$ cat config.mk
export PLATFORM = sky130hd
export DESIGN_NAME = hsv_to_rgb_converter
export DESIGN_NICKNAME = d
export VERILOG_FILES = /design/src/hw/rtl/hsvrgb_pkg.sv /design/src/hw/rtl/hsvrgb_cdiv.sv /design/src/hw/rtl/hsv_to_rgb_converter.sv
export SDC_FILE = /design/constraint.sdc
export NUM_CORES = 2
export LEC_CHECK = 0
export BUFFER_PORTS_ARGS = -buffer_cell sky130_fd_sc_hd__buf_2
export CAP_MARGIN = 20
export CORE_ASPECT_RATIO = 0.7
export CORE_MARGIN = 8
export CORE_UTILIZATION = 55
export DETAILED_ROUTE_END_ITERATION = 7
export PLACE_DENSITY = 0.67
export SLEW_MARGIN = 20
export SYNTH_ARGS = -nofsm -noshare
export SYNTH_HDL_FRONTEND = slang
export SYNTH_SLANG_ARGS = --single-unit
$ cat constraint.sdc
create_clock -name clk -period 7.5 [get_ports clk]
set_input_delay 0.375 -clock clk [delete_from_list [all_inputs] [get_ports clk]]
set_output_delay 0.375 -clock clk [all_outputs]
set_load 0.02 [all_outputs]
$ cat src/hw/rtl/hsvrgb_pkg.sv
// Shared types and constants for the HSV to RGB converter pipeline.
// Holds the hue sector decode, the sector code, and the divider stage controls.
// Used by hsvrgb_cdiv and hsv_to_rgb_converter; depends on nothing.
`default_nettype none

package hsvrgb_pkg;

    localparam int unsigned HUE_W          = 9;
    localparam int unsigned FIELD_W        = 8;
    localparam int unsigned REM_W          = 6;
    localparam int unsigned DEG_PER_SECTOR = 60;
    localparam int unsigned HUE_LIMIT      = 360;

    typedef enum logic [2:0] {
        SECT_0,
        SECT_1,
        SECT_2,
        SECT_3,
        SECT_4,
        SECT_5
    } sector_t;

    typedef struct packed {
        logic             black;
        sector_t          sector;
        logic [REM_W-1:0] rem;
    } hue_split_t;

    typedef struct packed {
        logic est_en;
        logic prod_en;
    } div_ctl_t;

    function automatic hue_split_t split_hue(input logic [HUE_W-1:0] hue);
        hue_split_t       res;
        logic [HUE_W-1:0] base;
        res.black  = 1'b0;
        res.sector = SECT_0;
        base       = '0;
        if (hue >= HUE_W'(HUE_LIMIT))
        begin
            res.black = 1'b1;
            base      = hue;
        end
        else if (hue >= HUE_W'(5 * DEG_PER_SECTOR))
        begin
            res.sector = SECT_5;
            base       = HUE_W'(5 * DEG_PER_SECTOR);
        end
        else if (hue >= HUE_W'(4 * DEG_PER_SECTOR))
        begin
            res.sector = SECT_4;
            base       = HUE_W'(4 * DEG_PER_SECTOR);
        end
        else if (hue >= HUE_W'(3 * DEG_PER_SECTOR))
        begin
            res.sector = SECT_3;
            base       = HUE_W'(3 * DEG_PER_SECTOR);
        end
        else if (hue >= HUE_W'(2 * DEG_PER_SECTOR))
        begin
            res.sector = SECT_2;
            base       = HUE_W'(2 * DEG_PER_SECTOR);
        end
        else if (hue >= HUE_W'(DEG_PER_SECTOR))
        begin
            res.sector = SECT_1;
            base       = HUE_W'(DEG_PER_SECTOR);
        end
        res.rem = REM_W'(hue - base);
        return res;
    endfunction

endpackage

`default_nettype wire

$ cat src/hw/rtl/hsvrgb_cdiv.sv
// Two-stage floor division of an unsigned word by a fixed divisor.
// Reciprocal estimate, then one multiply-back and a single correction step.
// Depends on hsvrgb_pkg for the stage control struct.
`default_nettype none

module hsvrgb_cdiv #(
    parameter int unsigned XW      = 16,
    parameter int unsigned QW      = 8,
    parameter int unsigned DIVISOR = 255
) (
    input  wire logic                 clk,
    input  wire hsvrgb_pkg::div_ctl_t ctl,
    input  wire logic [XW-1:0]        dividend,
    output logic      [QW-1:0]        quotient
);

    localparam longint unsigned RECIP = (64'd1 << XW) / DIVISOR;
    localparam int unsigned     RW    = $clog2(RECIP + 1);
    localparam int unsigned     DW    = $clog2(DIVISOR + 1);

    logic [XW+RW-1:0] est_prod;
    logic [XW+RW-1:0] est_shift;
    logic [QW-1:0]    est_next;
    logic [XW-1:0]    x_reg;
    logic [QW-1:0]    est_reg;

    logic [QW+DW-1:0] prod_next;
    logic [QW+DW-1:0] prod_reg;
    logic [XW-1:0]    x2_reg;
    logic [QW-1:0]    est2_reg;
    logic [XW-1:0]    rem_val;

    assign est_prod  = dividend * RW'(RECIP);
    assign est_shift = est_prod >> XW;
    assign est_next  = QW'(est_shift);

    always_ff @(posedge clk)
    begin
        if (ctl.est_en)
        begin
            x_reg   <= dividend;
            est_reg <= est_next;
        end
    end

    assign prod_next = est_reg * DW'(DIVISOR);

    always_ff @(posedge clk)
    begin
        if (ctl.prod_en)
        begin
            prod_reg <= prod_next;
            x2_reg   <= x_reg;
            est2_reg <= est_reg;
        end
    end

    // estimate is exact or one low; bump it when the remainder reaches the divisor
    assign rem_val  = x2_reg - XW'(prod_reg);
    assign quotient = est2_reg + QW'(rem_val >= XW'(DIVISOR));

endmodule

`default_nettype wire

$ cat src/hw/rtl/hsv_to_rgb_converter.sv
// HSV to RGB converter top level: six-stage pipeline with valid/stall channels.
// Instantiates hsvrgb_cdiv three times (p, q and t terms); uses hsvrgb_pkg.
//
// Usage:
//   Input channel: in_valid, in_stall, and the word hue, saturation, brightness.
//   Output channel: out_valid, out_stall, and the word red, green, blue.
//   A word moves at a rising edge where valid is high and stall is low.
//   One output word per input word, in order.
// Throughput: one word per cycle while out_stall is low; the limit is the stages of the
//   pipeline (hue decode, partial products, numerators, reciprocal estimate,
//   multiply-back, correction and sector routing).
// Stall: a stalled output holds its word; bubbles inside the pipeline still
//   close up, and in_stall rises only when all six stages hold words.
// Reset: rst_n clears every stage valid bit; words in flight are dropped.
// Hue of 360 and above gives black. Saturation and brightness use the low
//   CHANNEL_BITS bits (at most FIELD_W), where all ones means full scale.
`default_nettype none

module hsv_to_rgb_converter #(
    parameter int unsigned CHANNEL_BITS = 8
) (
    input  wire logic                                  clk,
    input  wire logic                                  rst_n,
    input  wire logic                                  in_valid,
    output logic                                       in_stall,
    input  wire logic [hsvrgb_pkg::HUE_W-1:0]          hue,
    input  wire logic [hsvrgb_pkg::FIELD_W-1:0]        saturation,
    input  wire logic [hsvrgb_pkg::FIELD_W-1:0]        brightness,
    output logic                                       out_valid,
    input  wire logic                                  out_stall,
    output logic      [hsvrgb_pkg::FIELD_W-1:0]        red,
    output logic      [hsvrgb_pkg::FIELD_W-1:0]        green,
    output logic      [hsvrgb_pkg::FIELD_W-1:0]        blue
);

    localparam int unsigned STAGES = 6;
    localparam int unsigned SW     = (CHANNEL_BITS < hsvrgb_pkg::FIELD_W) ?
                                     CHANNEL_BITS : hsvrgb_pkg::FIELD_W;
    localparam int unsigned FS     = (1 << CHANNEL_BITS) - 1;
    localparam int unsigned SPAN   = hsvrgb_pkg::DEG_PER_SECTOR * FS;
    localparam int unsigned SPW    = $clog2(SPAN + 1);
    localparam int unsigned REM_W  = hsvrgb_pkg::REM_W;
    localparam int unsigned XPW    = SW + CHANNEL_BITS;
    localparam int unsigned XQW    = SW + SPW;

    logic [STAGES-1:0] vld_reg;
    logic [STAGES-1:0] adv;

    // stage 0: hue decode
    hsvrgb_pkg::hue_split_t split_next;
    hsvrgb_pkg::hue_split_t split0_reg;
    logic [SW-1:0]          s0_reg;
    logic [SW-1:0]          v0_reg;

    // stage 1: saturation partial products
    logic [REM_W-1:0]        rinv_next;
    logic [CHANNEL_BITS-1:0] sfs_next;
    logic [SW+REM_W-1:0]     sq_next;
    logic [SW+REM_W-1:0]     st_next;
    logic [CHANNEL_BITS-1:0] sfs1_reg;
    logic [SW+REM_W-1:0]     sq1_reg;
    logic [SW+REM_W-1:0]     st1_reg;
    hsvrgb_pkg::hue_split_t  split1_reg;
    logic [SW-1:0]           v1_reg;

    // stage 2: numerators
    logic [SPW-1:0]         numq_next;
    logic [SPW-1:0]         numt_next;
    logic [XPW-1:0]         xp_next;
    logic [XQW-1:0]         xq_next;
    logic [XQW-1:0]         xt_next;
    logic [XPW-1:0]         xp2_reg;
    logic [XQW-1:0]         xq2_reg;
    logic [XQW-1:0]         xt2_reg;
    hsvrgb_pkg::hue_split_t split2_reg;
    logic [SW-1:0]          v2_reg;

    // stages 3 and 4: dividers, with side data carried alongside
    hsvrgb_pkg::div_ctl_t   div_ctl;
    logic [SW-1:0]          p_quot;
    logic [SW-1:0]          q_quot;
    logic [SW-1:0]          t_quot;
    hsvrgb_pkg::hue_split_t split3_reg;
    logic [SW-1:0]          v3_reg;
    hsvrgb_pkg::hue_split_t split4_reg;
    logic [SW-1:0]          v4_reg;

    // stage 5: sector routing and output word
    logic [SW-1:0]                      r_sel;
    logic [SW-1:0]                      g_sel;
    logic [SW-1:0]                      b_sel;
    logic [hsvrgb_pkg::FIELD_W-1:0]     red_reg;
    logic [hsvrgb_pkg::FIELD_W-1:0]     green_reg;
    logic [hsvrgb_pkg::FIELD_W-1:0]     blue_reg;

    always_comb
    begin
        adv[STAGES-1] = !vld_reg[STAGES-1] || !out_stall;
        for (int i = STAGES - 2; i >= 0; i--)
        begin
            adv[i] = !vld_reg[i] || adv[i+1];
        end
    end

    assign in_stall = !adv[0];

    always_ff @(posedge clk or negedge rst_n)
    begin
        if (!rst_n)
        begin
            vld_reg <= '0;
        end
        else
        begin
            if (adv[0])
            begin
                vld_reg[0] <= in_valid;
            end
            for (int i = 1; i < STAGES; i++)
            begin
                if (adv[i])
                begin
                    vld_reg[i] <= vld_reg[i-1];
                end
            end
        end
    end

    assign split_next = hsvrgb_pkg::split_hue(hue);

    always_ff @(posedge clk)
    begin
        if (adv[0])
        begin
            split0_reg <= split_next;
            s0_reg     <= saturation[SW-1:0];
            v0_reg     <= brightness[SW-1:0];
        end
    end

    assign rinv_next = REM_W'(hsvrgb_pkg::DEG_PER_SECTOR) - split0_reg.rem;
    assign sfs_next  = CHANNEL_BITS'(FS) - CHANNEL_BITS'(s0_reg);
    assign sq_next   = s0_reg * split0_reg.rem;
    assign st_next   = s0_reg * rinv_next;

    always_ff @(posedge clk)
    begin
        if (adv[1])
        begin
            sfs1_reg   <= sfs_next;
            sq1_reg    <= sq_next;
            st1_reg    <= st_next;
            split1_reg <= split0_reg;
            v1_reg     <= v0_reg;
        end
    end

    assign numq_next = SPW'(SPAN) - SPW'(sq1_reg);
    assign numt_next = SPW'(SPAN) - SPW'(st1_reg);
    assign xp_next   = v1_reg * sfs1_reg;
    assign xq_next   = v1_reg * numq_next;
    assign xt_next   = v1_reg * numt_next;

    always_ff @(posedge clk)
    begin
        if (adv[2])
        begin
            xp2_reg    <= xp_next;
            xq2_reg    <= xq_next;
            xt2_reg    <= xt_next;
            split2_reg <= split1_reg;
            v2_reg     <= v1_reg;
        end
    end

    assign div_ctl.est_en  = adv[3];
    assign div_ctl.prod_en = adv[4];

    hsvrgb_cdiv #(
        .XW      (XPW),
        .QW      (SW),
        .DIVISOR (FS)
    ) u_div_p (
        .clk      (clk),
        .ctl      (div_ctl),
        .dividend (xp2_reg),
        .quotient (p_quot)
    );

    hsvrgb_cdiv #(
        .XW      (XQW),
        .QW      (SW),
        .DIVISOR (SPAN)
    ) u_div_q (
        .clk      (clk),
        .ctl      (div_ctl),
        .dividend (xq2_reg),
        .quotient (q_quot)
    );

    hsvrgb_cdiv #(
        .XW      (XQW),
        .QW      (SW),
        .DIVISOR (SPAN)
    ) u_div_t (
        .clk      (clk),
        .ctl      (div_ctl),
        .dividend (xt2_reg),
        .quotient (t_quot)
    );

    always_ff @(posedge clk)
    begin
        if (adv[3])
        begin
            split3_reg <= split2_reg;
            v3_reg     <= v2_reg;
        end
        if (adv[4])
        begin
            split4_reg <= split3_reg;
            v4_reg     <= v3_reg;
        end
    end

    always_comb
    begin
        case (split4_reg.sector)
            hsvrgb_pkg::SECT_0:
            begin
                r_sel = v4_reg;
                g_sel = t_quot;
                b_sel = p_quot;
            end
            hsvrgb_pkg::SECT_1:
            begin
                r_sel = q_quot;
                g_sel = v4_reg;
                b_sel = p_quot;
            end
            hsvrgb_pkg::SECT_2:
            begin
                r_sel = p_quot;
                g_sel = v4_reg;
                b_sel = t_quot;
            end
            hsvrgb_pkg::SECT_3:
            begin
                r_sel = p_quot;
                g_sel = q_quot;
                b_sel = v4_reg;
            end
            hsvrgb_pkg::SECT_4:
            begin
                r_sel = t_quot;
                g_sel = p_quot;
                b_sel = v4_reg;
            end
            default:
            begin
                r_sel = v4_reg;
                g_sel = p_quot;
                b_sel = q_quot;
            end
        endcase
        if (split4_reg.black)
        begin
            r_sel = '0;
            g_sel = '0;
            b_sel = '0;
        end
    end

    always_ff @(posedge clk)
    begin
        if (adv[5])
        begin
            red_reg   <= hsvrgb_pkg::FIELD_W'(r_sel);
            green_reg <= hsvrgb_pkg::FIELD_W'(g_sel);
            blue_reg  <= hsvrgb_pkg::FIELD_W'(b_sel);
        end
    end

    assign out_valid = vld_reg[STAGES-1];
    assign red       = red_reg;
    assign green     = green_reg;
    assign blue      = blue_reg;

    a_stall_only_when_full : assert property (@(posedge clk) disable iff (!rst_n)
        in_stall |-> (&vld_reg))
    else $error("input stalled while a pipeline stage is empty");

    a_last_stage_moves : assert property (@(posedge clk) disable iff (!rst_n)
        vld_reg[4] && adv[5] |=> out_valid)
    else $error("word lost between divider and output stage");

    a_terms_bounded : assert property (@(posedge clk) disable iff (!rst_n)
        vld_reg[4] |-> (p_quot <= v4_reg) && (q_quot <= v4_reg) && (t_quot <= v4_reg))
    else $error("divider result exceeds brightness");

endmodule

`default_nettype wire
==> flow_metrics.tcl <==
set metrics [dict create \
    port_buffers 54 \
    synth_fp_nets 4437 \
    synth.top_cell.area_share_pct 31.9 \
    drt_iter0_markers 1641 \
    yosysTopAreaCell "edfxtp_1" \
    rrSetupSlack_ns 1.18 \
    area_growth_pct 8.06 \
    post-place-cells 4458 \
    dieArea_sq_um 77100 \
    core.rowCount 80 \
    worstPathRequired_ns 7.84 \
    ys_types 69 \
    ctsResizeCount 0 \
    diodes 0 \
    regArea_sq_um 12100 \
    dpl.hpwl_mm 57.0 \
    syn_area_sq_um 37600 \
    ys.flop_type "edfxtp_1" \
    cts_buffers 44 \
    max_freq_mhz 158 \
    wl_mm 72.9 \
    path_cells "inv_1 -> ha_1 -> nor2b_1 -> nor2b_1 -> and3b_1 -> xnor2_1 -> nor2b_1 -> fa_1 -> fa_1 -> fa_1 -> inv_1 -> fa_1 -> inv_1 -> ha_1 -> a21oi_1 -> nor2b_1 -> o21ai_0 -> nand2b_1 -> a21oi_1 -> a31oi_1 -> mux2i_1 -> a2111oi_0" \
    timing.rr.start "sq1_reg[0]$_DFFE_PP_" \
    r2r_cells 22 \
    root_buffer "clkbuf_16" \
    cpMaxStageDelayCell "xnor2_1" \
    cp.arrival_ns 6.67 \
    clk_latency_ns 0.59 \
    layout-drive-gt1-share_pct 4.57 \
    setup_viol 0 \
    ys_ff_latch 405 \
    cap_violations 0 \
    fin_crit_sh_pct 84.3 \
    start_util_pct 55.4 \
    min_from "hue[0]" \
    yosysMostFrequentCell "inv_1" \
    hold_end "split0_reg[0]$_DFFE_PN_" \
    htree_num_levels 2 \
    synth.top_cells.by_area "edfxtp_1 32%, fa_1 18%, ha_1 17%" \
    cts_setup_buffers 0 \
    finalNonFillerCells 4556 \
    avgSynthCellArea_sq_um 10.6 \
    synthCells 3548 \
    r2r-end "xq2_reg[21]$_DFFE_PP_" \
    ys_warn_count 0 \
    min_path_cells 2 \
    slew_violations 0 \
    synth_edf_count 399 \
    wire_per_inst_microns 16.0 \
    cp-end-kind "register" \
    hold_ws_ns 0.0853 \
    multi_input_area_sq_um 22700 \
    fillers 5588 \
    drc_errors 0 \
    worstSetupPathType "register to register" \
    status "finished, final reports clean" \
    vias_per_cell 5.29 \
    cpPeakStageDelay_ns 0.58 \
    antenna_found_initial 2 \
    gp_congestion 0.862 \
    cp_max_fo 11 \
    hp-class "input pin to register" \
    fin_skew_ns 0.0255 \
    hold_viol 0 \
    cts_buffer_depth 3 \
    postCtsHoldBufs 18 \
    grt_pass1_vias 24000 \
    vias 24100 \
    synth_sequential_area_ratio_pct 32.3 \
    ys_top_cells_by_count "682 x inv_1, 515 x ha_1, 399 x edfxtp_1" \
    grt_max_degree 90 \
    grtUsageTotal_pct 19.2 \
    firstDrtPassIters 5 \
    ys_async_sr_fraction_pct 1.48 \
    pre_cts_slack_ns 1.16 \
    ant_nets 0 \
    cts_sinks 405 \
    die_x_microns 329 \
    grt_pass1_wl_mm 123 \
    grt-ovfl-total 0 \
    clk_pin_slew_ns 0.06 \
    worst_pin_slew_ns 0.916 \
    period_minus_slack_ns 6.32 \
    cts_tree "yes" \
    rsz0062_at_grt "no" \
    setup_tns_ns 0 \
    final_nets 4509 \
    core_sq_um 67900 \
    die_y_microns 235 \
    setup_slack_ns 1.18 \
    start_kind "register" \
    num_io_pins 55 \
    relSlewSlack_pct 38.9 \
    largest_reg_flops 22 \
]
## metal layers
layer  vias up  track usage, %  share of wire (%)
met5         -               0                  0
met1     11600            30.1                 52
met4         0            3.28                1.3
met3        74            2.97                4.9
met2       449            28.2                 41
li1      12000               -                  -
## critical path, delay by kind of cell (launching register included)
family	cells	cell delay, ns
AND/OR/NAND/NOR	6	0.90
adder cells (fa/ha/maj)	6	2.60
XOR/XNOR	1	0.58
buffers and inverters	3	0.22
multiplexers	1	0.14
flip-flops	1	0.53
AO/OA/AOI/OAI	5	1.10
## cells in the final DEF, fill, tap and decap left out, drive strengths merged, types with 37 or more instances in the layout
| master | instances |
|---|---|
| inv | 683 |
| ha | 515 |
| edfxtp | 399 |
| fa | 345 |
| nand2 | 218 |
| and2 | 210 |
| nor2 | 171 |
| xnor2 | 126 |
| a21oi | 120 |
| o21ai | 93 |
| nor2b | 75 |
| buf | 72 |
| xor2 | 63 |
| clkbuf | 50 |
| nor3 | 42 |
| nand3 | 37 |
## worst max-delay path by stage
stage	startpoint	endpoint	slack, ns
3_3_place_gp	sq1_reg[0]$_DFFE_PP_	xt2_reg[20]$_DFFE_PP_	1.34
4_1_cts	sq1_reg[0]$_DFFE_PP_	xq2_reg[21]$_DFFE_PP_	1.14
3_5_place_dp	sq1_reg[0]$_DFFE_PP_	xq2_reg[21]$_DFFE_PP_	1.16
2_1_floorplan	sq1_reg[0]$_DFFE_PP_	xt2_reg[20]$_DFFE_PP_	1.78
6_report	sq1_reg[0]$_DFFE_PP_	xq2_reg[21]$_DFFE_PP_	1.18
5_1_grt	sq1_reg[0]$_DFFE_PP_	xq2_reg[21]$_DFFE_PP_	0.69
## logic make-up after synthesis
| group | count (synthesis) | synth area share, % |
|---|---|---|
| flops | 405 | 32.3 |
| simple gates | 871 | 11.8 |
| fa+ha+maj | 860 | 35.5 |
| compound gates | 455 | 8.02 |
| other cells | 1 | 0.00997 |
| xor+xnor | 189 | 4.40 |
| mux | 21 | 0.569 |
| buf+inv | 746 | 7.45 |
## per-stage QoR
stage	util, %	cell area, sq um
after floorplan	-	37600
after global placement	57.4	38900
after detailed placement	57.4	38900
after CTS	59.9	40600
after global routing	59.9	40600
final	59.9	40600
## layout make-up
| class | instances | share of cell area, % |
|---|---|---|
| clock buffer | 50 | 2.82 |
| clock inverter | 30 | 0.921 |
| inverter | 682 | 6.31 |
| multi-input combinational | 2397 | 55.8 |
| sequential | 405 | 29.9 |
| tap | 902 | 2.78 |
| timing repair buffer | 90 | 1.49 |
Power is not shown: default switching activity piles up to over one toggle a cycle in this logic, so the estimate is an artifact.
